==> config.mk <==
export PLATFORM = sky130hd
export DESIGN_NAME = cphtk_hash
export DESIGN_NICKNAME = d
export VERILOG_FILES = /design/src/cphtk_pkg.sv /design/src/cphtk_hash.sv
export SDC_FILE = /design/constraint.sdc
export NUM_CORES = 1
export LEC_CHECK = 0
export ABC_AREA = 1
export BUFFER_PORTS_ARGS = -buffer_cell sky130_fd_sc_hd__buf_2
export CAP_MARGIN = 20
export CORE_UTILIZATION = 50
export CTS_CLUSTER_SIZE = 10
export DETAILED_ROUTE_END_ITERATION = 7
export PLACE_DENSITY_LB_ADDON = 0.2
export SLEW_MARGIN = 10
export SYNTH_ARGS = -nofsm -noshare
export SYNTH_HDL_FRONTEND = slang
export SYNTH_SLANG_ARGS = --single-unit
==> constraint.sdc <==
create_clock -name clock -period 7.8 [get_ports clock]
set_clock_uncertainty 0.15 [all_clocks]
set_input_delay 0.78 -clock clock [delete_from_list [all_inputs] [get_ports clock]]
set_output_delay 0.78 -clock clock [all_outputs]
set_load 0.03 [all_outputs]
==> src/cphtk_pkg.sv <==
// ----------------------------------------------------------------------------
// cphtk_pkg
// Shared types, codes and constants of the cubic-probe account table.
// ----------------------------------------------------------------------------
`default_nettype none

package cphtk_pkg;

   localparam int HASH_MOD    = 100003;
   localparam int MAX_ENTRIES = 8191;
   localparam int CNT_W       = 13;
   localparam int POW_N       = 21;
   localparam int RED_W       = 25;
   localparam int MOD_W       = 21;
   localparam int SHIFT_TOP   = 24;

   localparam logic [2:0] KIND_INSERT = 3'd0;
   localparam logic [2:0] KIND_LOOKUP = 3'd1;
   localparam logic [2:0] KIND_ADD    = 3'd2;
   localparam logic [2:0] KIND_DELETE = 3'd3;
   localparam logic [2:0] KIND_TOPK   = 3'd4;

   localparam logic [1:0] ST_OK       = 2'd0;
   localparam logic [1:0] ST_NOTFOUND = 2'd1;
   localparam logic [1:0] ST_FULL     = 2'd2;
   localparam logic [1:0] ST_EMPTY    = 2'd3;

   typedef struct packed {
      logic [2:0]         kind;
      logic [63:0]        key_bytes_0_7;
      logic [63:0]        key_bytes_8_15;
      logic [47:0]        key_bytes_16_21;
      logic signed [31:0] amount;
      logic [6:0]         top_k_count;
   } req_type;

   typedef struct packed {
      logic [1:0]         status;
      logic               found;
      logic signed [31:0] balance;
      logic [12:0]        entry_count;
      logic               last;
   } rsp_type;

   typedef struct packed {
      logic [63:0]        key0;
      logic [63:0]        key1;
      logic [47:0]        key2;
      logic signed [31:0] bal;
   } slot_type;

   typedef logic [16:0] pow_tab_type [0:POW_N-1];

   typedef enum logic [2:0] {
      H_IDLE,
      H_MUL,
      H_RED,
      H_ACC,
      H_FMAG,
      H_DONE
   } hash_state_type;

   typedef enum logic [3:0] {
      S_CLEAR,
      S_IDLE,
      S_DISPATCH,
      S_HASH,
      S_PROBE,
      S_DECIDE,
      S_LREM_RD,
      S_LREM_CHK,
      S_LADD_RD,
      S_LADD_CHK,
      S_TK_RD,
      S_TK_GET,
      S_RESP
   } state_type;

   function automatic pow_tab_type pow37_table();
      pow_tab_type t;
      logic [33:0] r;
      r = 34'd1;
      for (int p = 0; p < POW_N; p++) begin
         t[p] = r[16:0];
         r = (r * 34'd37) % HASH_MOD;
      end
      return t;
   endfunction

endpackage

`default_nettype wire

==> src/cphtk_hash.sv <==
// ----------------------------------------------------------------------------
// cphtk_hash
// Home slot of a 22-character key: weighted powers of 37 reduced by one
// shared shift-subtract unit, first mod 100003 per used character (all but
// character 11), then mod the table size.
// ----------------------------------------------------------------------------
`default_nettype none

module cphtk_hash #(
   parameter int TABLE_SIZE = 8191
) (
   input  wire logic                          clock,
   input  wire logic                          reset,
   input  wire logic                          start,
   input  wire logic [175:0]                  key_bits,
   output logic                               done,
   output logic [$clog2(TABLE_SIZE)-1:0]      home
);

   localparam int SW = $clog2(TABLE_SIZE);
   localparam cphtk_pkg::pow_tab_type POW = cphtk_pkg::pow37_table();

   cphtk_pkg::hash_state_type hst_ff, hst_in;
   logic [4:0]                        j_ff, j_in;
   logic signed [23:0]                sum_ff, sum_in;
   logic [cphtk_pkg::RED_W-1:0]       red_ff, red_in;
   logic [4:0]                        sh_ff, sh_in;
   logic                              neg_ff, neg_in;
   logic                              fin_ff, fin_in;
   logic [SW-1:0]                     home_ff, home_in;
   logic                              done_ff, done_in;

   logic [4:0]                        jr;
   logic [175:0]                      shifted;
   logic [7:0]                        ch;
   logic [4:0]                        pidx;
   logic                              low;
   logic [7:0]                        cmag;
   logic [cphtk_pkg::RED_W-1:0]       prod;
   logic [cphtk_pkg::MOD_W-1:0]       mod_w;
   logic [45:0]                       dvs;
   logic signed [23:0]                term;

   always_comb begin
      jr      = 5'd21 - j_ff;
      shifted = key_bits >> {jr, 3'b000};
      ch      = shifted[7:0];
      pidx    = (j_ff < 5'd12) ? 5'd20 - j_ff : 5'd21 - j_ff;
      low     = j_ff < 5'd4;
      cmag    = low ? ((ch >= 8'd55) ? ch - 8'd55 : 8'd55 - ch) : ch;
      prod    = cphtk_pkg::RED_W'(cmag * POW[pidx]);
      mod_w   = fin_ff ? cphtk_pkg::MOD_W'(TABLE_SIZE) : cphtk_pkg::MOD_W'(cphtk_pkg::HASH_MOD);
      dvs     = 46'(mod_w) << sh_ff;
      term    = neg_ff ? -24'(red_ff) : 24'(red_ff);
   end

   always_comb begin
      hst_in  = hst_ff;
      j_in    = j_ff;
      sum_in  = sum_ff;
      red_in  = red_ff;
      sh_in   = sh_ff;
      neg_in  = neg_ff;
      fin_in  = fin_ff;
      home_in = home_ff;
      done_in = 1'b0;
      unique case (hst_ff)
         cphtk_pkg::H_IDLE: begin
            if (start) begin
               j_in   = 5'd0;
               sum_in = '0;
               hst_in = cphtk_pkg::H_MUL;
            end
         end
         cphtk_pkg::H_MUL: begin
            red_in = prod;
            neg_in = low && (ch < 8'd55);
            sh_in  = 5'(cphtk_pkg::SHIFT_TOP);
            fin_in = 1'b0;
            hst_in = cphtk_pkg::H_RED;
         end
         cphtk_pkg::H_RED: begin
            if (46'(red_ff) >= dvs) begin
               red_in = red_ff - dvs[cphtk_pkg::RED_W-1:0];
            end
            sh_in = sh_ff - 5'd1;
            if (sh_ff == 5'd0) begin
               hst_in = fin_ff ? cphtk_pkg::H_DONE : cphtk_pkg::H_ACC;
            end
         end
         cphtk_pkg::H_ACC: begin
            sum_in = sum_ff + term;
            j_in   = (j_ff == 5'd10) ? 5'd12 : j_ff + 5'd1;
            hst_in = (j_ff == 5'd21) ? cphtk_pkg::H_FMAG : cphtk_pkg::H_MUL;
         end
         cphtk_pkg::H_FMAG: begin
            red_in = sum_ff[23] ? cphtk_pkg::RED_W'(-sum_ff) : cphtk_pkg::RED_W'(sum_ff);
            neg_in = sum_ff[23];
            sh_in  = 5'(cphtk_pkg::SHIFT_TOP);
            fin_in = 1'b1;
            hst_in = cphtk_pkg::H_RED;
         end
         cphtk_pkg::H_DONE: begin
            home_in = (neg_ff && red_ff != '0) ?
                      SW'(cphtk_pkg::RED_W'(TABLE_SIZE) - red_ff) : SW'(red_ff);
            done_in = 1'b1;
            hst_in  = cphtk_pkg::H_IDLE;
         end
         default: hst_in = cphtk_pkg::H_IDLE;
      endcase
   end

   always_ff @(posedge clock) begin
      if (reset) begin
         hst_ff  <= cphtk_pkg::H_IDLE;
         done_ff <= 1'b0;
      end else begin
         hst_ff  <= hst_in;
         done_ff <= done_in;
      end
      j_ff    <= j_in;
      sum_ff  <= sum_in;
      red_ff  <= red_in;
      sh_ff   <= sh_in;
      neg_ff  <= neg_in;
      fin_ff  <= fin_in;
      home_ff <= home_in;
   end

   assign done = done_ff;
   assign home = home_ff;

endmodule

`default_nettype wire

Word-level counts from Yosys, hierarchy flattened
Memory sizes are Yosys's and may differ from the RTL's.
Cells that the tools add are included.
Widths: inputs -> output; s select.
{"block": "totals", "reg_bits": 78, "rom_bits": 544, "n_memories": 1}
{"memory": "(name not given)", "words": 32, "word_bits": 17, "read_ports": 1, "rd_clocked_by_memory_dff": 0, "wr": 0, "line": "cphtk_hash.sv:51", "text": "prod = cphtk_pkg::RED_W'(cmag * POW[pidx]);"}
{"block": "classes", "add_sub_neg": 11, "mul": 1, "magnitude_cmp": 6, "eq_ne": 10, "n_shift": 2, "muxes": 25, "bitwise_logic": 1, "n_reduce_logical": 13}
{"operator": "$shr 176x8->8", "count": 1}
{"operator": "$pmux 25 s3", "count": 1}
{"operator": "$mux 17", "count": 3}
{"operator": "$mux 25", "count": 2}
{"operator": "$mux 24", "count": 2}
{"operator": "$pmux 24 s2", "count": 1}
{"operator": "$ge 25x46->1", "count": 1}
{"operator": "$shl 17x5->46", "count": 1}
{"operator": "$mul 8x17->25", "count": 1}
{"operator": "$neg 24->25", "count": 1}
{"operator": "$reduce_bool 25->1", "count": 1}
{"operator": "$sub 25x25->25", "count": 1}
{"operator": "$add 24x24->24", "count": 1}
{"operator": "$neg 24->24", "count": 1}
{"operator": "$pmux 5 s2", "count": 2}
{"operator": "$mux 8", "count": 2}
{"operator": "$mux 5", "count": 3}
{"operator": "$mux 13", "count": 1}
{"operator": "$sub 13x13->13 const A", "count": 1}
{"operator": "$mux 3", "count": 4}
{"operator": "$pmux 3 s4", "count": 1}
{"operator": "$sub 5x5->5 const A", "count": 2}
{"operator": "$ge 8x6->1 const B", "count": 1}
{"operator": "$lt 8x6->1 const B", "count": 1}
{"operator": "23 further kinds", "count": 33}

Logic depth before layout (Yosys ltp)
{"block": "depth", "ltp_word": 8, "ltp_mapped": 44}

Worst setup path before layout
OpenSTA, ideal clock, no wires.
{"block": "synth_timing", "path_type": "register to register", "from": "register j_ff[1]", "to": "register red_ff[20] in the netlist's numbering, data pin", "arrival_ps": 6611, "required_ps": 7386, "setup_slack_ps": 775, "stages_incl_launch_ff": 40, "path_buffers": 5, "synth_period_minus_slack_ps": 7025, "path_cell_list": "edfxtp_1 -> buf_4 -> inv_4 -> buf_2 -> ha_1 -> buf_2 -> inv_2 -> buf_2 -> nand3_1 -> nand2_1 -> nand2_1 -> nand3_1 -> nand2_2 -> ha_1 -> nand2_1 -> nand2_2 -> a21oi_4 -> nand3_1 -> (+4 left out) -> nor2_1 -> fa_1 -> fa_1 -> fa_1 -> inv_1 -> fa_1 -> inv_1 -> ha_1 -> nand2_1 -> nor2_1 -> nand2_1 -> nand2_1 -> a31oi_1 -> o21bai_1 -> a21oi_1 -> or2_2 -> nand3_1 -> nand3_1"}
{"block": "synth_via", "elab_chain_cells": 8}
{"item": "from (decl)", "line": "cphtk_hash.sv:24", "text": "logic [4:0] j_ff, j_in;"}
{"item": "from (signal assigned)", "line": "cphtk_hash.sv:121", "text": "j_ff <= j_in;"}
{"item": "branches (longest 6 deep; another with $sub 6x8->8)"}
{"item": "$mul 8x17->25 *", "line": "cphtk_hash.sv:51"}
{"item": "$pmux 25 s3 *", "line": "cphtk_hash.sv:67", "text": "unique case (hst_ff)"}
{"item": "named net red_in, one bit", "line": "cphtk_hash.sv:26", "text": "logic [cphtk_pkg::RED_W-1:0] red_ff, red_in;"}
{"item": "to (signal assigned)", "line": "cphtk_hash.sv:123", "text": "red_ff <= red_in;"}
{"item": "to (decl)", "line": "cphtk_hash.sv:26"}
Mark *: on every way through the listed nets, which the timed path passes. The select of a mux whose other input is x is not followed.
A chain may end at the register's enable or synchronous reset.

Worst setup path after layout
Ends and elaborated chain as after synthesis.

==> impl_metrics.py <==
metrics = {
    "sta": {
        "tightest_slew_ns": 0.9438,
        "rsz0062_at_grt": "false",
        "max_freq_ghz": 0.1364,
        "slew_viol_final": 0,
        "timing.slew.headroom": 0.3708,
        "timing.setup.tns_ns": 0,
        "fin_crit_sh": 0.9398,
        "hold_violations": 0,
        "setup_violations": 0,
        "min_period_ns": 7.331,
    },
    "placement": {
        "port-buffer-count": 192,
        "dp_hpwl_mm": 38.16,
        "place.gp.congestion": 0.9742,
    },
    "critical_path": {
        "cp_slowest_stage_delay_ns": 0.54,
        "worstPathArrival_ns": 7.27,
        "reg2reg_setup_slack_ns": 0.47,
        "cp_common_cell": "inv_1",
        "crit_path_max_fanout": 43,
        "path_class": "reg -> reg",
        "crit_required_ns": 7.74,
        "r2r_end": "red_ff[20]",
        "worstSetupEndpointType": "register",
        "cp_slowest_cell": "fa_1",
        "ff2ff_path_depth": 30,
        "startpoint_type": "register",
        "reg2reg_from": "j_ff[1]",
    },
    "logic_synthesis": {
        "synth_nets": 2601,
        "ys_types": 62,
        "synthCells": 2212,
        "synth.cell_area_mm2": 0.01466,
        "ys_ff_latch": 78,
        "yosysTopAreaCell": "edfxtp_1",
        "ys_async_sr_fraction": 0,
        "synth_top_area_frac": 0.1516,
        "synth.top_cells.by_area": "edfxtp_1, fa_1, nand2_1, ha_1, nor2_1",
        "synth.avg_cell_area_um2": 6.625,
        "synth_ff_type": "edfxtp_1",
        "ys_warn_count": 0,
        "seq_area_frac_synth": 0.1571,
        "synth_edf_count": 74,
    },
    "flow_run": {
        "drv_cap": 0,
    },
    "route": {
        "vias": 15560,
        "antenna_left": 0,
        "avgViaCountPerCell": 5.639,
        "wl_met1_mm": 19.38,
        "top_layer": "met5",
        "dr.pass1.iters": 6,
        "dr_wl_met3_mm": 2.382,
        "first_iter_violations": 1310,
        "routed_wl_mm": 46.80,
        "wire_per_inst_um": 16.96,
        "wl_met2_mm": 23.38,
        "route.detailed.drc": 0,
    },
    "floorplanning": {
        "die_w_um": 173.2,
        "dieArea_mm2": 0.03000,
        "initial_core_util": 0.5092,
        "core-area_mm2": 0.02878,
        "placementRows": 62,
        "io_pins": 193,
        "die_h_um": 173.2,
    },
    "grt": {
        "grt_pass1_vias": 14990,
        "antenna_found_initial": 2,
        "overflow": 0,
        "track_usage": 0.3094,
        "grt_pass1_wl_mm": 75.04,
        "grt_max_degree": 93,
    },
    "clock_network": {
        "clock_sinks": 78,
        "clock_latency_ns": 0.37,
        "root_buffer": "clkbuf_16",
        "cts_tree": "done",
        "max-clock-path-buffers": 2,
        "htreeDepth": 3,
        "clk_pin_slew_ns": 0.07,
        "hold_buffers": 0,
        "cts_setup_buffers": 0,
        "numCtsBuffers": 9,
    },
    "finish": {
        "n_antenna_cell": 0,
        "final_cell_mix": "nand2_1, nor2_1, inv_1",
        "final_common_cell": "nand2_1",
        "nets": 2759,
        "num-fill-cells": 2881,
        "final_util": 0.5637,
        "drive_above_1_share": 0.1255,
        "area_growth_pct": 10.71,
    },
    "min_path": {
        "min_to": "hst_ff[0]",
        "holdCritPathClass": "reg -> reg",
        "hp-start": "hst_ff[2]",
        "holdPathStages": 1,
    },
    "status": {
        "run_status": "completed",
    },
}
==> timing repair <==
item                                   CTS  global route
endpoints found under the hold margin    0             0
gates resized for setup                  0             7
setup endpoints to repair                0             6
==> area by class of cell <==
cell class / count / area, µm² / area share
Clock inverter: 5 / 58.81 / 0.003625
Clock buffer: 11 / 232.7 / 0.01434
Multi-Input combinational cell: 1741 / 10750 / 0.6627
Tap cell: 384 / 480.5 / 0.02961
Inverter: 320 / 1211 / 0.07465
Sequential cell: 78 / 2302 / 0.1419
Timing Repair Buffer: 220 / 1187 / 0.07319
==> synthesized netlist by cell type, types with 3 or more instances <==
library cell,n
a211oi_1,4
a21o_1,14
a21oi_1,165
a31oi_1,17
and3_1,3
buf_1,3
buf_2,21
buf_4,12
buf_6,10
clkbuf_1,27
clkinv_1,3
dfxtp_1,4
edfxtp_1,74
fa_1,92
ha_1,118
inv_1,305
inv_2,10
nand2_1,449
nand2_2,11
nand2_4,3
nand3_1,153
nand3b_1,4
nand4_1,17
nor2_1,309
nor3_1,23
nor4_1,7
o211ai_1,19
o21a_1,12
o21ai_0,175
o21ai_1,21
o21ai_2,4
o21bai_1,7
o22ai_1,10
o311ai_0,3
o31ai_1,4
or2_2,13
xnor2_1,13
xor2_1,42
==> layer usage <==
layer	GRT usage	vias up
li1	-	7589
met1	0.3759	7258
met2	0.5623	605
met3	0.02968	103
met4	0.1187	2
met5	0	-
==> per-stage QoR <==
step | hold WS, ns | instance area, µm² | worst slack (ns) | cells
4_1_cts | 0.4072 | 16200 | 0.3715 | 2759
3_3_place_gp | 0.3850 | 15910 | 0.4541 | 2743
6_report | 0.4105 | 16220 | 0.4694 | 2759
5_1_grt | 0.4526 | 16220 | 0.03300 | 2759
2_1_floorplan | 0.3171 | 14660 | 0.7753 | 2212
3_5_place_dp | 0.3976 | 15910 | 0.3972 | 2743
==> critical path: cells and delay by family, from the launching register on <==
kind	cells	cell delay, ns
AND/OR/NAND/NOR	10	1.44
AO/OA/AOI/OAI	5	0.82
flip-flops	1	0.47
adder cells (fa/ha/maj)	7	3.04
buffers and inverters	8	1.12
==> logic make-up (layout without fill, tap and decap cells) <==
group | Yosys count | count (layout) | synth area share
buf+inv | 393 | 556 | 0.1110
compound gates | 474 | 474 | 0.1839
xor+xnor | 56 | 56 | 0.03475
simple gates | 1001 | 1001 | 0.2869
flops | 78 | 78 | 0.1571
fa+ha+maj | 210 | 210 | 0.2264
==> worst max-delay path by stage <==
stage                 start    endpoint  slack, ns  cells past startpoint
floorplan           j_ff[1]  red_ff[20]       0.78                     39
global placement    j_ff[1]  red_ff[21]       0.45                     29
detailed placement  j_ff[1]  red_ff[21]       0.40                     29
CTS                 j_ff[1]  red_ff[21]       0.37                     29
global route        j_ff[2]  red_ff[20]       0.03                     32
finish              j_ff[1]  red_ff[20]       0.47                     30
==> state kept, by name, summed over array words and instances, names as in the netlist, 3 cells and up <==
signal	count
home	13
hst_ff	3
j_ff	5
red_ff	25
sh_ff	5
sum_ff	24
Power is not shown: default switching activity piles up to over one toggle a cycle in this logic, so the estimate is an artifact.
